**src/design/stable_priority_sort_assert.svh**
```systemverilog
// Assertion macros shared by the sorter RTL.
`ifndef STABLE_PRIORITY_SORT_ASSERT_SVH
`define STABLE_PRIORITY_SORT_ASSERT_SVH

// Same-cycle implication, checked outside reset.
`define SPS_ASSERT_NOW(lbl, ante, cons, msg) \
	lbl: assert property (@(posedge clk) disable iff (!arst_n) (ante) |-> (cons)) \
		else $error(msg);

// Next-cycle implication, checked outside reset.
`define SPS_ASSERT_NEXT(lbl, ante, cons, msg) \
	lbl: assert property (@(posedge clk) disable iff (!arst_n) (ante) |=> (cons)) \
		else $error(msg);

`endif

```
**src/design/sps_pkg.sv**
```systemverilog
// Fixed field widths and field types of the priority sorter.
package sps_pkg;

	localparam int PRIO_W = 3;
	localparam int TAG_W  = 16;
	localparam int DATA_W = 24;

	typedef logic [PRIO_W-1:0] prio_t;
	typedef logic [TAG_W-1:0]  tag_t;
	typedef logic [DATA_W-1:0] data_t;

endpackage

```
**src/design/stable_priority_sort.sv**
```systemverilog
// Stable batch sorter by priority: record store, insertion sort sequencer, output register.
//
//  channel | dir | handshake          | tdata (low bit up)                 | side bands
//  --------+-----+--------------------+------------------------------------+----------------------
//  s_*     | in  | s_tvalid/s_tready  | priority_req[2:0] record_tag[18:3] | tlast = last
//  m_*     | out | m_tvalid/m_tready  | record_tag_res[15:0] prio[18:16]   | tlast = last_res,
//          |     |                    |                                    | tuser = overflow
//
// Loading accepts one word per cycle while s_tready is high. After the last word the store
// is sorted in place through its single read and single write port: a fetch, then for each
// record after the first a step to latch it, one compare step per position it moves down
// and one more to compare against its resting neighbor or to place it at the front (a single
// record skips the sort). Emission then reads each result from memory and loads it into the
// output register, waiting while m_tready holds a previous result there.
// s_tready is low from the accepted last word until the final result is in the output register.
// Reset clears count, drop flag and control; the store itself needs no clearing.
module stable_priority_sort #(
	parameter int CAPACITY = 64,
	parameter int TAG_BITS = 16
) (
	input  logic                 clk,
	input  logic                 arst_n,
	input  logic                 s_tvalid,
	output logic                 s_tready,
	input  sps_pkg::data_t       s_tdata,   // priority_req[2:0], record_tag[18:3], zero pad
	input  logic                 s_tlast,
	output logic                 m_tvalid,
	input  logic                 m_tready,
	output sps_pkg::data_t       m_tdata,   // record_tag_res[15:0], priority_res[18:16], zero pad
	output logic                 m_tlast,
	output logic                 m_tuser    // overflow
);

	// Stored tag width: only the low TAG_BITS bits (at most 16) of the 16-bit tag are kept.
	localparam int TW = (TAG_BITS < sps_pkg::TAG_W) ? TAG_BITS : sps_pkg::TAG_W;
	localparam int EW = sps_pkg::PRIO_W + TW;
	localparam int AW = $clog2(CAPACITY);
	localparam int CW = $clog2(CAPACITY + 1);
	localparam logic [AW-1:0] ONE_A = AW'(1);
	localparam logic [CW-1:0] CAP_C = CW'(CAPACITY);

	typedef enum logic [2:0] {
		ST_LOAD,
		ST_FETCH,
		ST_HOLD,
		ST_CMP,
		ST_PLACE,
		ST_ERD,
		ST_EOUT
	} state_t;

	state_t         state_q;
	logic [CW-1:0]  count_q;
	logic           dropped_q;
	logic [AW-1:0]  i_q;        // record being inserted
	logic [AW-1:0]  k_q;        // hole position
	logic [AW-1:0]  e_q;        // emit index
	logic [EW-1:0]  held_q;
	logic [EW-1:0]  rd_q;
	logic           m_tvalid_q;
	sps_pkg::data_t m_tdata_q;
	logic           m_tlast_q;
	logic           m_tuser_q;

	logic [EW-1:0]  mem_q [CAPACITY];

	logic           wr_en;
	logic [AW-1:0]  wr_addr;
	logic [EW-1:0]  wr_data;
	logic           rd_en;
	logic [AW-1:0]  rd_addr;

	logic           in_acc;
	logic           full;
	logic [AW-1:0]  n_m1;
	logic           rd_gt;      // fetched neighbor sorts after the held record
	logic           sort_done;
	logic           out_free;
	logic           e_last;

	assign s_tready  = (state_q == ST_LOAD);
	assign in_acc    = s_tvalid && s_tready;
	assign full      = (count_q == CAP_C);
	assign n_m1      = AW'(count_q - CW'(1));
	assign rd_gt     = rd_q[EW-1 -: sps_pkg::PRIO_W] > held_q[EW-1 -: sps_pkg::PRIO_W];
	assign sort_done = (i_q == n_m1);
	assign out_free  = !m_tvalid_q || m_tready;
	assign e_last    = (e_q == n_m1);

	assign m_tvalid = m_tvalid_q;
	assign m_tdata  = m_tdata_q;
	assign m_tlast  = m_tlast_q;
	assign m_tuser  = m_tuser_q;

	// Memory port control for each sequencer step.
	always_comb begin
		wr_en   = 1'b0;
		wr_addr = k_q;
		wr_data = held_q;
		rd_en   = 1'b0;
		rd_addr = i_q;
		unique case (state_q)
			ST_LOAD: begin
				wr_en   = in_acc && !full;
				wr_addr = count_q[AW-1:0];
				wr_data = {s_tdata[sps_pkg::PRIO_W-1:0], s_tdata[sps_pkg::PRIO_W +: TW]};
			end
			ST_FETCH: begin
				rd_en = 1'b1;
			end
			ST_HOLD: begin
				rd_en   = 1'b1;
				rd_addr = i_q - ONE_A;
			end
			ST_CMP: begin
				wr_en = 1'b1;
				if (rd_gt) begin
					// shift neighbor up, look one further down
					wr_data = rd_q;
					rd_en   = (k_q != ONE_A);
					rd_addr = k_q - ONE_A - ONE_A;
				end else begin
					rd_en   = !sort_done;
					rd_addr = i_q + ONE_A;
				end
			end
			ST_PLACE: begin
				wr_en   = 1'b1;
				wr_addr = '0;
				rd_en   = !sort_done;
				rd_addr = i_q + ONE_A;
			end
			ST_ERD: begin
				rd_en   = 1'b1;
				rd_addr = e_q;
			end
			ST_EOUT: begin
			end
			default: begin
			end
		endcase
	end

	always_ff @(posedge clk) begin
		if (wr_en) begin
			mem_q[wr_addr] <= wr_data;
		end
		if (rd_en) begin
			rd_q <= mem_q[rd_addr];
		end
	end

	always_ff @(posedge clk or negedge arst_n) begin
		if (!arst_n) begin
			state_q    <= ST_LOAD;
			count_q    <= '0;
			dropped_q  <= 1'b0;
			i_q        <= '0;
			k_q        <= '0;
			e_q        <= '0;
			held_q     <= '0;
			m_tvalid_q <= 1'b0;
			m_tdata_q  <= '0;
			m_tlast_q  <= 1'b0;
			m_tuser_q  <= 1'b0;
		end else begin
			// output slot empties on handshake; ST_EOUT reloads it itself
			if (m_tvalid_q && m_tready && state_q != ST_EOUT) begin
				m_tvalid_q <= 1'b0;
			end
			unique case (state_q)
				ST_LOAD: begin
					if (in_acc) begin
						if (full) begin
							dropped_q <= 1'b1;
						end else begin
							count_q <= count_q + CW'(1);
						end
						if (s_tlast) begin
							i_q <= ONE_A;
							e_q <= '0;
							// single record: nothing to sort
							state_q <= (count_q == '0) ? ST_ERD : ST_FETCH;
						end
					end
				end
				ST_FETCH: begin
					state_q <= ST_HOLD;
				end
				ST_HOLD: begin
					held_q  <= rd_q;
					k_q     <= i_q;
					state_q <= ST_CMP;
				end
				ST_CMP: begin
					if (rd_gt) begin
						k_q <= k_q - ONE_A;
						if (k_q == ONE_A) begin
							state_q <= ST_PLACE;
						end
					end else if (sort_done) begin
						state_q <= ST_ERD;
					end else begin
						i_q     <= i_q + ONE_A;
						state_q <= ST_HOLD;
					end
				end
				ST_PLACE: begin
					if (sort_done) begin
						state_q <= ST_ERD;
					end else begin
						i_q     <= i_q + ONE_A;
						state_q <= ST_HOLD;
					end
				end
				ST_ERD: begin
					state_q <= ST_EOUT;
				end
				ST_EOUT: begin
					if (out_free) begin
						m_tvalid_q <= 1'b1;
						m_tdata_q  <= sps_pkg::DATA_W'({
							sps_pkg::prio_t'(rd_q[EW-1 -: sps_pkg::PRIO_W]),
							sps_pkg::tag_t'(rd_q[TW-1:0])});
						m_tlast_q  <= e_last;
						m_tuser_q  <= dropped_q;
						if (e_last) begin
							count_q   <= '0;
							dropped_q <= 1'b0;
							state_q   <= ST_LOAD;
						end else begin
							e_q     <= e_q + ONE_A;
							state_q <= ST_ERD;
						end
					end
				end
				default: begin
					state_q <= ST_LOAD;
				end
			endcase
		end
	end

`include "stable_priority_sort_assert.svh"

	`SPS_ASSERT_NOW(a_count_bound, 1'b1, count_q <= CAP_C, "record count above capacity")
	`SPS_ASSERT_NOW(a_hole_range, state_q == ST_CMP, (k_q != '0) && (k_q <= i_q),
		"insertion hole outside sorted prefix")
	`SPS_ASSERT_NEXT(a_last_busy, in_acc && s_tlast, !s_tready,
		"input still open after batch end")
	`SPS_ASSERT_NEXT(a_batch_clear, state_q == ST_EOUT && out_free && e_last,
		s_tready && (count_q == '0) && !dropped_q && m_tvalid && m_tlast,
		"batch state not cleared after final result")

endmodule
```
**config.mk**
```make
export PLATFORM = sky130hd
export DESIGN_NAME = stable_priority_sort
export DESIGN_NICKNAME = d
export VERILOG_FILES = /design/src/design/sps_pkg.sv /design/src/design/stable_priority_sort.sv
export VERILOG_INCLUDE_DIRS = /design/src /design/src/design
export SDC_FILE = /design/constraint.sdc
export NUM_CORES = 2
export LEC_CHECK = 0
export ABC_AREA = 0
export BUFFER_PORTS_ARGS = -buffer_cell sky130_fd_sc_hd__buf_2
export CORE_MARGIN = 2
export CORE_UTILIZATION = 55
export DETAILED_ROUTE_END_ITERATION = 12
export PLACE_DENSITY = 0.74
export SKIP_CTS_REPAIR_TIMING = 1
export SYNTH_ARGS = -nofsm -noshare
export SYNTH_HDL_FRONTEND = slang
export SYNTH_SLANG_ARGS = --single-unit
```
**constraint.sdc**
```tcl
create_clock -name clk -period 3.18 [get_ports clk]
set_input_delay 0.954 -clock clk [delete_from_list [all_inputs] [get_ports clk]]
set_output_delay 0.954 -clock clk [all_outputs]
set_load 0.02 [all_outputs]
```
Word-level counts from Yosys, hierarchy flattened
Memory sizes are Yosys's and may differ from the RTL's. A register that Yosys moved wholly into a read port is not among the register bits.
Cells that the tools add are included.
Cells by class
  add/subtract/negate cells: 7
  magnitude comparators: 1
  equality and inequality tests: 22
  mux-type cells: 44
  reduce and logical (&&, ||, !) cells: 22
Operator list (count)
  $mux W6: 10
  $pmux W19 S2: 1
  $pmux W6 S2: 3
  $mux W7: 4
  $mux W3: 8
  $pmux W6 S4: 1
  $sub A6 B1 Y6 const B: 4
  $pmux W3 S7: 1
  $mux W19: 1
  $pmux W6 S3: 1
  $reduce_and A5 Y1: 3
  $pmux W7 S2: 1
  $add A6 B1 Y6 const B: 2
  $eq A6 B6 Y1: 2
  $ne A2 B2 Y1 const B: 6
  $mux W1: 10
  $eq A3 B3 Y1 const B: 3
  $reduce_and A4 Y1: 2
  $add A7 B1 Y7 const B: 1
  $eq A7 B7 Y1 const B: 1
  $logic_not A7 Y1: 1
  $eq A3 B2 Y1 const B: 2
  $eq A6 B1 Y1 const B: 1
  $ne A2 B1 Y1 const B: 3
  other kinds (15): 24
Storage, ports and cells
  bits in registers: 70
  bits in writable memories: 1216
  input bits: 29
  output and inout bits: 28
  word-level logic and storage cells: 108
  memories kept: 1
Memories
  mem_q: depth 64, bits a word 19, rd ports 1, clocked after memory_dff 1, wr ports 1, line stable_priority_sort.sv:65  | logic [EW-1:0] mem_q [CAPACITY];

Depth between registers and ports, before layout
  depth in word-level cells: 6
  mapped depth: 15
  depth with buffers taken out: 11

Worst setup path after synthesis
OpenSTA, ideal clock, no wires.
  kind: register to register
  start point: register rd_q[18] (read register of mem_q)
  end point: memory mem_q[0][10] (netlist bit), data pin
  library setup time: 356 ps
  arrival: 2986 ps
  data required time: 2824 ps
  path slack: -161 ps
  stages on the path, launching flop included: 11
  path buffers: 3
  period minus slack after synthesis: 3341 ps
  path through: edfxtp_1 -> ha_1 -> a21oi_1 -> a21boi_1 -> and2_1 -> buf_2 -> clkbuf_1 -> nor2_1 -> clkbuf_1 -> nand2_1 -> nand2_1
On the way
  longest elaborated chain between the ends: 3
RTL lines
  start: declaration: line stable_priority_sort.sv:59  | logic [EW-1:0] rd_q;
  $gt A3 B3 Y1: line stable_priority_sort.sv:85  | assign rd_gt = rd_q[EW-1 -: sps_pkg::PRIO_W] > held_q[EW-1 -: sps_pkg::PRIO_W];
  $mux W19: line stable_priority_sort.sv:117  | if (rd_gt) begin
  $pmux W19 S2: line stable_priority_sort.sv:102  | unique case (state_q)
  via wr_data[10]: line stable_priority_sort.sv:69  | logic [EW-1:0] wr_data;
  end: declaration: line stable_priority_sort.sv:65
The timed path passes the listed nets, and every way through them passes these cells.

Final worst setup path
  start point: register rd_q[18] (read register of mem_q)
  end point: register rd_q[9] (read register of mem_q), data pin
On the way
  longest elaborated chain between the ends: 3
  elaborated cells on any way between the ends: 5
  classes of those cells: 1 x order compare; 4 x mux
RTL lines (line)
  $gt A3 B3 Y1 *: stable_priority_sort.sv:85
  $mux W6 / $mux W1 (equally long branches): stable_priority_sort.sv:117
  $pmux W6 S4 / $pmux W1 S3 (equally long branches): stable_priority_sort.sv:102
Mark *: on every way between the ends. The rest lies on a longest branch, timed or not.
A chain may end at the register's enable or synchronous reset.

==> impl_metrics.csv <==
group,metric,value,unit
final_layout,fin_cells,4887,
sta,finalSetupTns,-7.90,ns
cts,cts_root_buf,"clkbuf_16",
final_layout,final_net_count,3563,
grt,grt_pass1_wl,195000,microns
sta,drv_slew,0,
sta,hold_viol_final,0,
logic_synthesis,synth_most_common_cell,"edfxtp_1",
pwr,clockPowerShare,0.446,
placement,dp_slack,-0.829,ns
sta,rsz0062_at_grt,"true",
logic_synthesis,yosys-top-cells-area,"edfxtp_1, mux4_2, mux2i_1",
logic_synthesis,synth_cell_types,73,
sta,min_period_over_period,1.15,
sta,worst_pin_slew,0.855,ns
cts,clkSlewWorstSetupHoldPaths,0.06,ns
logic_synthesis,yosys_warnings,0,
run_status,violations,"negative setup slack",
pwr,power_frac_seq,0.553,
floorplanning,start_util,0.556,
logic_synthesis,postSynth.asyncResetShare,0.0536,
logic_synthesis,synth_area_per_cell,16.9,sq um
sta,holdWs,0.325,ns
sta,period_minus_slack,3.65,ns
cts,insertion_delay,0.75,ns
sta,maxSlewHeadroom,0.430,
logic_synthesis,yosys-top-cells-count,"edfxtp_1, nand2_1, a211oi_1, mux2i_1, mux4_2",
grt,grt_usage,0.267,
grt,antenna_found_initial,1,
placement,port_buffers,46,
final_layout,drive_gt1_frac,0.284,
routing,firstDrtPassIters,8,
grt,grt_overflow,0,
critical_path,arrival,4.14,ns
placement,placed_cell_area,0.0584,sq mm
routing,drtIter0Drc,3469,
logic_synthesis,ys_seq_elements,1305,
sta,finalWorstSetupSlack,-0.471,ns
logic_synthesis,netlist_instances,3132,
pwr,irDropWorstVdd,0.000568,V
grt,grt_max_degree,65,
hold_path,hp-class,"primary input to async pin",
logic_synthesis,synth_area,0.0530,sq mm
sta,finalSetupViolCount,19,
critical_path,required,3.67,ns
sta,fmax,274,MHz
pwr,p_switching,6.46,mW
pwr,leakagePower,20.4,nW
cts,clock_path_buffers,3,
routing,num_vias,31000,
grt,grt_pass1_vias,30900,
floorplanning,die_h,314,microns
pwr,power_frac_comb,0.001,
floorplanning,placementRows,113,
cts,cts_tree,"done",
critical_path,critPathKind,"flop to flop",
pwr,p_per_area,526,mW/mm^2
logic_synthesis,ys_seq_area_frac,0.733,
run_status,status,"complete, but fails checks",
placement,dp_hpwl,80200,microns
critical_path,path_max_fanout,16,
logic_synthesis,synth_edf_count,1235,
routing,vias_per_cell,6.34,
placement,dp.cells,4619,
critical_path,endpoint_kind,"flop",
critical_path,critical_path.startpoint_type,"flop",
routing,antenna_left,0,
routing,wirelength,134000,microns
pwr,sw_frac_of_total,0.193,
cts,cts-buffers-inserted,131,
placement,place.gp.congestion,0.906,
final_layout,syn2layout_area_growth,20.3,%
logic_synthesis,synth_largest_area_cell,"edfxtp_1",
routing,avgRoutedWirePerCell,27.4,microns
cts,cts.sinks,1305,
logic_synthesis,synth.top_cell.area_share,0.700,
floorplanning,dieArea,0.0988,sq mm
sta,skew,0.0300,ns
floorplanning,io_pins,57,
cts,htree_levels,4,
floorplanning,die_w,314,microns
floorplanning,placeableCoreArea,0.0953,sq mm
pwr,internal_power,27.0,mW
final_layout,design_area,0.0637,sq mm
flow_run,drv_cap,0,
routing,drc,0,
logic_synthesis,synth_top_flop_cell,"edfxtp_1",
power by group through the flow:
stage / sequential, mW / combinational [mW] / clock [mW]
2_1_floorplan: 18.9 / 0.0128 / 0
3_3_place_gp: 18.9 / 0.0460 / 0
3_5_place_dp: 18.9 / 0.0485 / 0
4_1_cts: 18.5 / 0.0489 / 15.1
5_1_grt: 18.5 / 0.0534 / 15.8
6_report: 18.5 / 0.0485 / 14.9
worst max-delay path: stages (launching register included):
cell	delay (ns)
edfxtp_1	0.45
ha_4	0.32
nand3b_1	0.17
a21boi_4	0.32
a221oi_4	0.12
a211oi_4	0.30
buf_12	0.20
buf_16	0.20
buf_16	0.17
mux4_2	0.54
a21oi_2	0.20
a22o_1	0.28
nor4_2	0.09
routing by layer:
metal | global-route usage | routed length [microns] | vias up
met2 | 0.434 | 65900 | 1602
met4 | 0.0977 | 4500 | 0
met5 | 0 | 0 | -
li1 | - | - | 13300
met3 | 0.0502 | 11500 | 240
met1 | 0.363 | 52000 | 15900
flip-flops by register name, indices dropped and copies added, names as in the netlist:
name       flops
rd_q          19
held_q        19
mem_q       1216
m_tdata       19
e_q            6
dropped_q      1
i_q            6
m_tlast        1
k_q            6
m_tuser        1
state_q        3
count_q        7
m_tvalid       1
placed cells by master (no fill, tap or decap), types with 74 or more instances in the layout:
cell / instances
mux4_2: 136
mux2_2: 74
clkbuf_16: 145
buf_4: 257
a21oi_1: 74
and3_1: 100
nor2_1: 75
a211oi_1: 191
buf_12: 125
mux2i_1: 181
edfxtp_1: 1235
nand2_1: 251
cell families (layout without fill, tap and decap cells):
kind of cell	after synthesis	after routing	share of synthesized area
other	1	6	0.0000708
muxes	398	398	0.109
AOI/OAI and AO/OA	536	536	0.0715
DFF	1305	1305	0.733
xor gates and xnor gates	32	32	0.00543
adders and majority gates	11	11	0.00260
and+or+nand+nor	628	628	0.0573
buffers and inverters	221	706	0.0208
stage by stage:
stage	power [mW]	util
detailed placement	18.9	0.613
finish	33.5	0.669
CTS	33.6	0.656
floorplan	18.9	-
global placement	18.9	0.613
global route	34.3	0.669
path summary, 6_finish.rpt:
kind | slack [ns] | endpoint | startpoint | depth (start not counted)
max | -0.47 | rd_q[9] | rd_q[18] | 12
min | 0.33 | e_q[0] | arst_n | 1
max reg2reg | -0.47 | rd_q[9] | rd_q[18] | 12
min reg2reg | 0.51 | m_tdata[6] | m_tdata[6] | 1
max in group asynchronous | 2.14 | held_q[0] | arst_n | 2
min in group clk | 0.51 | m_tdata[6] | m_tdata[6] | 1
final cells by class:
type / instances / area, sq um
antenna: 1 / 2.50
clock buffer: 165 / 3480
clock inverter: 66 / 628
fill: 6012 / 31600
inverter: 14 / 52.6
multi-input combinational: 1610 / 13800
sequential: 1305 / 38800
tap: 1265 / 1580
timing repair buffer: 461 / 5360
Note: power is estimated with default switching activity, not from simulation.
